### config.mk
export PLATFORM = sky130hd
export DESIGN_NAME = codepoint_modular_power_core
export DESIGN_NICKNAME = d
export VERILOG_FILES = /design/src/rtl/core/cmpow_pkg.sv /design/src/rtl/core/cmpow_exp_sreg.sv /design/src/rtl/core/cmpow_pow_unit.sv /design/src/rtl/core/cmpow_crt.sv /design/src/rtl/core/codepoint_modular_power_core.sv
export SDC_FILE = /design/constraint.sdc
export NUM_CORES = 1
export LEC_CHECK = 0
export ABC_AREA = 1
export BUFFER_PORTS_ARGS = -buffer_cell sky130_fd_sc_hd__buf_2
export CORE_MARGIN = 10
export CORE_UTILIZATION = 65
export CTS_BUF_LIST = sky130_fd_sc_hd__clkbuf_4 sky130_fd_sc_hd__clkbuf_8 sky130_fd_sc_hd__clkbuf_16
export DETAILED_ROUTE_END_ITERATION = 16
export PLACE_DENSITY = 0.84
export SKIP_CTS_REPAIR_TIMING = 1
export SYNTH_ARGS = -nofsm -noshare
export SYNTH_HDL_FRONTEND = slang
export SYNTH_SLANG_ARGS = --single-unit
export TNS_END_PERCENT = 30
### constraint.sdc
create_clock -name i_clk -period 22 [get_ports i_clk]
set_clock_uncertainty 0.15 [all_clocks]
set_input_delay 1.1 -clock i_clk [delete_from_list [all_inputs] [get_ports i_clk]]
set_output_delay 1.1 -clock i_clk [all_outputs]
set_load 0.05 [all_outputs]
### src/rtl/core/cmpow_pkg.sv
`timescale 1ns / 1ps
// ----------------------------------------------------------------------------
// cmpow_pkg
// Shared types, constants and residue helpers for the code point modular
// power core. The modulus 1114112 is 17 * 2^16, so the datapath works on the
// two residues separately and joins them at the end.
// ----------------------------------------------------------------------------
package cmpow_pkg;

    // Field widths.
    localparam int CP_W     = 21;
    localparam int CP_BYTES = 3;
    localparam int SCAL_W   = 64;
    localparam int EXP_W    = 63;
    localparam int LO_W     = 16;
    localparam int R17_W    = 5;

    // Configuration register indexes.
    localparam logic [0:0] REG_MODE   = 1'b0;
    localparam logic [0:0] REG_SCALAR = 1'b1;

    // Controller states.
    typedef enum logic [1:0] {
        ST_IDLE,
        ST_RUN,
        ST_FIN
    } t_state;

    // Commands from the controller to the datapath.
    typedef struct packed {
        logic load;
        logic step;
    } t_pow_ctl;

    // Reduces a value below 512 modulo 17, using 256 = 1 and 16 = -1 (mod 17).
    function automatic logic [R17_W-1:0] red17_9(input logic [8:0] x);
        logic [5:0] t;
        t = 6'd17 + {5'd0, x[8]} + {2'd0, x[3:0]} - {2'd0, x[7:4]};
        if (t >= 6'd17) begin
            t = t - 6'd17;
        end
        return t[R17_W-1:0];
    endfunction

    // Reduces a 16-bit value modulo 17 by alternating sums of nibbles.
    function automatic logic [R17_W-1:0] red17_16(input logic [15:0] x);
        logic [6:0] t;
        t = 7'd34 + {3'd0, x[3:0]} + {3'd0, x[11:8]}
            - {3'd0, x[7:4]} - {3'd0, x[15:12]};
        if (t >= 7'd17) begin
            t = t - 7'd17;
        end
        if (t >= 7'd17) begin
            t = t - 7'd17;
        end
        if (t >= 7'd17) begin
            t = t - 7'd17;
        end
        return t[R17_W-1:0];
    endfunction

    // Reduces a 32-bit value modulo 17: bytes add up since 256 = 1 (mod 17).
    function automatic logic [R17_W-1:0] red17_32(input logic [31:0] x);
        logic [9:0] s;
        logic [8:0] f;
        s = {2'd0, x[7:0]} + {2'd0, x[15:8]} + {2'd0, x[23:16]} + {2'd0, x[31:24]};
        f = {7'd0, s[9:8]} + {1'b0, s[7:0]};
        return red17_9(f);
    endfunction

endpackage

### src/rtl/core/cmpow_exp_sreg.sv
`timescale 1ns / 1ps
// ----------------------------------------------------------------------------
// cmpow_exp_sreg
// Exponent shift register. It presents one exponent bit per cycle while the
// step command is set, least significant first, and flags when no set bits remain.
// ----------------------------------------------------------------------------
module cmpow_exp_sreg
    import cmpow_pkg::*;
(
    input  logic             i_clk,
    input  t_pow_ctl         i_ctl,
    input  logic [EXP_W-1:0] i_exp,
    output logic             o_bit,
    output logic             o_done
);

    logic [EXP_W-1:0] r_exp;
    logic [EXP_W-1:0] n_exp;

    // Load a new exponent or shift one bit out.
    always_comb begin
        n_exp = r_exp;
        if (i_ctl.load) begin
            n_exp = i_exp;
        end else if (i_ctl.step) begin
            n_exp = {1'b0, r_exp[EXP_W-1:1]};
        end
    end

    always_ff @(posedge i_clk) begin
        r_exp <= n_exp;
    end

    assign o_bit  = r_exp[0];
    assign o_done = (r_exp == '0);

endmodule

### src/rtl/core/cmpow_pow_unit.sv
`timescale 1ns / 1ps
// ----------------------------------------------------------------------------
// cmpow_pow_unit
// Square-and-multiply step unit. Each step squares the running base and,
// when the exponent bit is set, multiplies it into the accumulator, in both
// the mod 2^16 and the mod 17 residue channels.
// ----------------------------------------------------------------------------
module cmpow_pow_unit
    import cmpow_pkg::*;
(
    input  logic             i_clk,
    input  t_pow_ctl         i_ctl,
    input  logic             i_bit,
    input  logic [LO_W-1:0]  i_base_lo,
    input  logic [R17_W-1:0] i_base_17,
    output logic [LO_W-1:0]  o_acc_lo,
    output logic [R17_W-1:0] o_acc_17
);

    logic [LO_W-1:0]  r_sq_lo;
    logic [LO_W-1:0]  r_acc_lo;
    logic [R17_W-1:0] r_sq_17;
    logic [R17_W-1:0] r_acc_17;
    logic [LO_W-1:0]  n_sq_lo;
    logic [LO_W-1:0]  n_acc_lo;
    logic [R17_W-1:0] n_sq_17;
    logic [R17_W-1:0] n_acc_17;
    logic [2*LO_W-1:0]  w_sq_lo_p;
    logic [2*LO_W-1:0]  w_mul_lo_p;
    logic [2*R17_W-1:0] w_sq_17_p;
    logic [2*R17_W-1:0] w_mul_17_p;

    // Products; only the low half matters for the power-of-two channel.
    assign w_sq_lo_p  = r_sq_lo * r_sq_lo;
    assign w_mul_lo_p = r_acc_lo * r_sq_lo;
    assign w_sq_17_p  = r_sq_17 * r_sq_17;
    assign w_mul_17_p = r_acc_17 * r_sq_17;

    // Next base and accumulator values.
    always_comb begin
        n_sq_lo  = r_sq_lo;
        n_acc_lo = r_acc_lo;
        n_sq_17  = r_sq_17;
        n_acc_17 = r_acc_17;
        if (i_ctl.load) begin
            n_sq_lo  = i_base_lo;
            n_sq_17  = i_base_17;
            n_acc_lo = LO_W'(1);
            n_acc_17 = R17_W'(1);
        end else if (i_ctl.step) begin
            n_sq_lo = w_sq_lo_p[LO_W-1:0];
            n_sq_17 = red17_9(w_sq_17_p[8:0]);
            if (i_bit) begin
                n_acc_lo = w_mul_lo_p[LO_W-1:0];
                n_acc_17 = red17_9(w_mul_17_p[8:0]);
            end
        end
    end

    always_ff @(posedge i_clk) begin
        r_sq_lo  <= n_sq_lo;
        r_acc_lo <= n_acc_lo;
        r_sq_17  <= n_sq_17;
        r_acc_17 <= n_acc_17;
    end

    assign o_acc_lo = r_acc_lo;
    assign o_acc_17 = r_acc_17;

endmodule

### src/rtl/core/cmpow_crt.sv
`timescale 1ns / 1ps
// ----------------------------------------------------------------------------
// cmpow_crt
// Residue recombination. Joins the mod 2^16 and mod 17 residues into the
// value modulo 1114112; since 2^16 = 1 (mod 17) the upper digit is simply
// the difference of the two residues modulo 17.
// ----------------------------------------------------------------------------
module cmpow_crt
    import cmpow_pkg::*;
(
    input  logic [LO_W-1:0]  i_acc_lo,
    input  logic [R17_W-1:0] i_acc_17,
    output logic [CP_W-1:0]  o_value
);

    logic [R17_W-1:0] w_lo_17;
    logic [5:0]       w_diff;
    logic [R17_W-1:0] w_hi;

    // Upper digit k with k + lo = acc_17 (mod 17).
    assign w_lo_17 = red17_16(i_acc_lo);
    assign w_diff  = 6'd17 + {1'b0, i_acc_17} - {1'b0, w_lo_17};
    assign w_hi    = (w_diff >= 6'd17) ? R17_W'(w_diff - 6'd17) : w_diff[R17_W-1:0];

    assign o_value = {w_hi, i_acc_lo};

endmodule

### src/rtl/core/codepoint_modular_power_core.sv
`timescale 1ns / 1ps
// An input word loads the exponent register, which then yields one bit per
// cycle to the square-and-multiply unit until no set bits remain; the
// exponent is 0 to 63 bits long. Items are handled one at a time, so a new word
// is taken only after the last result has been written to the output register.
// Reset (synchronous, active low) clears the controller and the output valid,
// and sets power mode with a scalar of one.
// ----------------------------------------------------------------------------
// codepoint_modular_power_core
// Raises a code point to a configured scalar, or the scalar to a code point,
// modulo 1114112, by binary square-and-multiply on split residues.
// ----------------------------------------------------------------------------
module codepoint_modular_power_core
    import cmpow_pkg::*;
(
    input  logic                  i_clk,
    input  logic                  i_rst_n,
    // Configuration write port.
    input  logic                  i_cfg_we,
    input  logic [0:0]            i_cfg_addr,
    input  logic [SCAL_W-1:0]     i_cfg_wdata,
    // Input stream.
    input  logic                  i_s_axis_tvalid,
    output logic                  o_s_axis_tready,
    input  logic [8*CP_BYTES-1:0] i_s_axis_tdata,  // [20:0] code_point
    // Output stream.
    output logic                  o_m_axis_tvalid,
    input  logic                  i_m_axis_tready,
    output logic [8*CP_BYTES-1:0] o_m_axis_tdata   // [20:0] result_code
);

    t_state             r_state;
    t_state             n_state;
    logic               r_mode;
    logic [SCAL_W-1:0]  r_scalar;
    logic               r_neg;
    logic               n_neg;
    logic               r_out_valid;
    logic               n_out_valid;
    logic [CP_W-1:0]    r_out_data;
    logic [CP_W-1:0]    n_out_data;

    t_pow_ctl           w_ctl;
    logic               w_accept;
    logic               w_out_free;
    logic [CP_W-1:0]    w_cp;
    logic [31:0]        w_base;
    logic [EXP_W-1:0]   w_exp;
    logic               w_bit;
    logic               w_done;
    logic [LO_W-1:0]    w_acc_lo;
    logic [R17_W-1:0]   w_acc_17;
    logic [CP_W-1:0]    w_value;

    // Configuration registers.
    always_ff @(posedge i_clk) begin
        if (!i_rst_n) begin
            r_mode   <= 1'b0;
            r_scalar <= SCAL_W'(1);
        end else if (i_cfg_we) begin
            case (i_cfg_addr)
                REG_MODE:   r_mode   <= i_cfg_wdata[0];
                REG_SCALAR: r_scalar <= i_cfg_wdata;
                default:    r_mode   <= r_mode;
            endcase
        end
    end

    // Operand selection for the incoming word.
    assign w_cp     = i_s_axis_tdata[CP_W-1:0];
    assign w_accept = i_s_axis_tvalid && o_s_axis_tready;

    always_comb begin
        if (r_mode) begin
            w_base = r_scalar[31:0];
            w_exp  = EXP_W'(w_cp);
            n_neg  = 1'b0;
        end else begin
            w_base = 32'(w_cp);
            n_neg  = r_scalar[SCAL_W-1];
            w_exp  = n_neg ? '0 : r_scalar[EXP_W-1:0];
        end
    end

    // Controller: next state, datapath commands and output register.
    assign w_out_free = !r_out_valid || i_m_axis_tready;

    always_comb begin
        n_state     = r_state;
        w_ctl       = '0;
        n_out_valid = r_out_valid && !i_m_axis_tready;
        n_out_data  = r_out_data;
        case (r_state)
            ST_IDLE: begin
                if (w_accept) begin
                    w_ctl.load = 1'b1;
                    n_state    = ST_RUN;
                end
            end
            ST_RUN: begin
                if (w_done) begin
                    n_state = ST_FIN;
                end else begin
                    w_ctl.step = 1'b1;
                end
            end
            ST_FIN: begin
                if (w_out_free) begin
                    n_out_valid = 1'b1;
                    n_out_data  = r_neg ? '0 : w_value;
                    n_state     = ST_IDLE;
                end
            end
            default: begin
                n_state = ST_IDLE;
            end
        endcase
    end

    always_ff @(posedge i_clk) begin
        if (!i_rst_n) begin
            r_state     <= ST_IDLE;
            r_out_valid <= 1'b0;
        end else begin
            r_state     <= n_state;
            r_out_valid <= n_out_valid;
        end
    end

    // Payload registers.
    always_ff @(posedge i_clk) begin
        r_out_data <= n_out_data;
        if (w_accept) begin
            r_neg <= n_neg;
        end
    end

    // Exponent bits, one per cycle.
    cmpow_exp_sreg u_exp_sreg (
        .i_clk  (i_clk),
        .i_ctl  (w_ctl),
        .i_exp  (w_exp),
        .o_bit  (w_bit),
        .o_done (w_done)
    );

    // Residue square-and-multiply.
    cmpow_pow_unit u_pow_unit (
        .i_clk     (i_clk),
        .i_ctl     (w_ctl),
        .i_bit     (w_bit),
        .i_base_lo (w_base[LO_W-1:0]),
        .i_base_17 (red17_32(w_base)),
        .o_acc_lo  (w_acc_lo),
        .o_acc_17  (w_acc_17)
    );

    // Recombination of the residues.
    cmpow_crt u_crt (
        .i_acc_lo (w_acc_lo),
        .i_acc_17 (w_acc_17),
        .o_value  (w_value)
    );

    assign o_s_axis_tready = (r_state == ST_IDLE);
    assign o_m_axis_tvalid = r_out_valid;
    assign o_m_axis_tdata  = {{(8*CP_BYTES-CP_W){1'b0}}, r_out_data};

endmodule

==> impl_summary.log <==
INFO  metric worstMarginPinSlew = around 1200 ps
INFO  metric cts.sinks = 195
INFO  metric synth_async_sr_flop_share = 0
INFO  metric worst-endpoint-required = roughly 22000 ps
INFO  metric synth-adder-area-share = 0.3127
INFO  metric timing.hold.worst.class = register to register
INFO  metric drive_above_1_share = 0.07658
INFO  metric synth_warnings = 0
INFO  metric critical_path.slowest_cell = dfxtp_1
INFO  metric number_of_synthesized_flops_with_an_enable_pin = between 100 and 150
INFO  metric detail_route.drc_violations = 0
INFO  metric portBuffers = 113
INFO  metric clk_pin_slew = roughly 80 ps
INFO  metric cts_inserted_buffers = 17
INFO  metric critical_path.startpoint = u_pow_unit.o_acc_lo[1]$_SDFFE_PP0P_
INFO  metric synth_seq_area_share = 0.2560
INFO  metric final_hold_viol_count = 0
INFO  metric yosys.area_share.simple = 0.1719
INFO  metric core_region_area = roughly 30000 um^2
INFO  metric dp_hpwl = around 34000 um
INFO  metric clock_tree.htree_level_count = 4
INFO  metric rsz0062_at_grt = no
INFO  metric clock_insertion_delay_worst_skew = 450 ps
INFO  metric grt_use_total = 0.2513
INFO  metric fillcell_total = approximately 2200
INFO  metric maxCapViolCount = 0
INFO  metric rows = between 60 and 70
INFO  metric die_w = just under 200 um
INFO  metric drt_first_iter_violations = between 1000 and 1500
INFO  metric post_synth_mux_area_share = 0
INFO  metric gp_congestion = ~0.9
INFO  metric yosys_most_used_dff = edfxtp_1
INFO  metric postSynthAreaPerCell = 7.977 um^2
INFO  metric antenna_violation_net_count_after_detailed_routing = 0
INFO  metric finalWorstPathRequiredPeriod = between 8000 and 9000 ps
INFO  metric arrival = 8510 ps
INFO  metric clock.fmax = approximately 120 MHz
INFO  metric setup.worst_path.start_class = register
INFO  metric gr-total-overflow = 0
INFO  metric fin_crit_sh = 0.3830
INFO  metric worstReg2RegStart = u_pow_unit.o_acc_lo[1]$_SDFFE_PP0P_
INFO  metric initial_utilization = 0.6560
INFO  metric setup_viol_count_final = 0
INFO  metric final.setup.tns = 0 ps
INFO  metric crit_path_max_incr_delay = 830 ps
INFO  metric die-height = 192.7 um
INFO  metric maxSlewHeadroom = 0.1759
INFO  metric antenna-diode-count = 0
INFO  metric post_synth_instance_area = 19390 um^2
INFO  metric synth_seq_cells = around 200
INFO  metric endpoint_kind = register
INFO  metric synth_xor_area_frac = 0.04923
INFO  metric avgViaCountPerCell = approximately 5.6
INFO  metric critical_path.max_fanout = 16
INFO  metric final_nets = approximately 2900
INFO  metric syn2layout_area_growth = 6.975%
INFO  metric cts.path.max_buffers = 2
INFO  metric outcome = finished clean
INFO  metric drt_pass1_iterations = 6
INFO  metric cts_tree = yes
INFO  metric grt_pass1_vias = ~16000
INFO  metric post_detailed_route_wirelength_per_cell = about 16 um
INFO  metric via_count = between 15000 and 20000
INFO  metric dominant_combinational_cell_family_by_area_after_synthesis = adder cells
INFO  metric yosys.cell_types.count = 48
INFO  metric synthCells = 2431
INFO  metric worst-setup-path-type = register to register
INFO  metric worstHoldStart = r_scalar[62]$_SDFFE_PN0P_
INFO  metric floorplan.die_area = between 30000 and 40000 um^2
INFO  metric grt_pass1_wl = 76410 um
INFO  metric detail_route.wirelength = roughly 46000 um
INFO  metric top_level_ports = 120
INFO  metric clockRootBuffer = clkbuf_16
INFO  metric largest_net_degree_at_the_start_of_global_routing = slightly below 90
INFO  metric synth-compound-area-share = 0.08537
INFO  metric slew_violations = 0
INFO  metric initial_antenna_violation_count = 0
layer usage:
metal / part of all wire / track usage / vias to the layer above / wire [um]
li1: - / - / 7571 / -
met1: 0.39 / 0.3015 / 7529 / 17840
met2: 0.50 / 0.4430 / 741 / 22740
met3: 0.080 / 0.04192 / 105 / 3679
met4: 0.032 / 0.09302 / 0 / 1449
met5: 0 / 0 / - / 0
Yosys cell counts, drive strengths merged, types with 2 or more instances:
master,n,share of area
a211oi,2,0.00077
a21o,3,0.0012
a21oi,132,0.035
a221oi,2,0.00090
a31oi,5,0.0016
and2,3,0.00097
buf,14,0.0034
clkbuf,93,0.018
clkinv,2,0.00039
dfxtp,89,0.092
edfxtp,106,0.16
fa,191,0.20
ha,179,0.12
inv,531,0.10
nand2,475,0.094
nand3,84,0.023
nand4,18,0.0058
nor2,197,0.039
nor3,9,0.0023
nor4,13,0.0042
o21ai,128,0.033
o21bai,8,0.0031
o22ai,21,0.0068
or2,5,0.0016
or3b,2,0.00090
xnor2,48,0.022
xor2,61,0.028
registers in the layout, summed over array words and instances, names as in the netlist:
signal               count
r_scalar                64
u_exp_sreg.r_exp        63
r_out_data              21
u_pow_unit.o_acc_lo     16
u_pow_unit.r_sq_lo      16
u_pow_unit.o_acc_17      5
u_pow_unit.r_sq_17       5
r_state                  2
o_m_axis_tvalid          1
r_mode                   1
r_neg                    1
layout make-up:
cell class,count,area [um^2],share of cell area
multi-input combinational,1598,12040,0.5802
clock buffer,18,432.9,0.02087
timing repair buffer,123,640.6,0.03088
inverter,533,2001,0.09645
tap,390,488.0,0.02352
clock inverter,14,180.2,0.008686
sequential,195,4966,0.2394
cells in the final DEF, fill, tap and decap left out, types with 13 or more instances in the layout:
cell type,netlist,layout
a21oi_1,131,131
buf_2,2,113
clkbuf_16,0,17
dfxtp_1,89,88
edfxtp_1,106,106
fa_1,191,191
ha_1,179,179
inv_1,527,526
nand2_1,464,461
nand3_1,82,82
nand4_1,18,18
nor2_1,193,191
nor4_1,13,13
o21ai_0,123,123
o22ai_1,21,21
xnor2_1,48,48
xor2_1,61,61
critical path: cells and delay by family, from the launching register on:
family / cells / cell delay [ps]
and+or+nand+nor: 19 / 2190
adders and majority gates: 10 / 3560
buffers and inverters: 9 / 990
AOI/OAI and AO/OA: 3 / 470
DFF: 1 / 830
stage by stage:
stage          setup slack (ps)  hold slack, ps    util  cell area [um^2]  cells
3_3_place_gp              14110           298.0  0.6810             20130   2839
4_1_cts                   13690           319.9  0.7018             20740   2871
3_5_place_dp              13740           306.6  0.6810             20130   2839
2_1_floorplan             14820           280.0       -             19400   2433
5_1_grt                   12950           345.1  0.7018             20740   2871
6_report                  13570           327.9  0.7018             20740   2871
final timing paths:
check / endpoint / slack [ps] / cells past startpoint
setup / recovery: r_out_data[17]$_SDFFCE_PP0P_ / 13570 / 41
hold / removal: r_scalar[62]$_SDFFE_PN0P_ / 330 / 2
setup reg to reg: r_out_data[17]$_SDFFCE_PP0P_ / 13570 / 41
hold reg to reg: r_scalar[62]$_SDFFE_PN0P_ / 330 / 2
kinds of logic after synthesis:
family                   Yosys count
AND/OR/NAND/NOR                  807
buffers and inverters            640
adder cells (fa/ha/maj)          370
AO/OA/AOI/OAI                    309
flip-flops                       195
XOR/XNOR                         109
other                              1
Power is not shown: default switching activity piles up to over one toggle a cycle in this logic, so the estimate is an artifact.
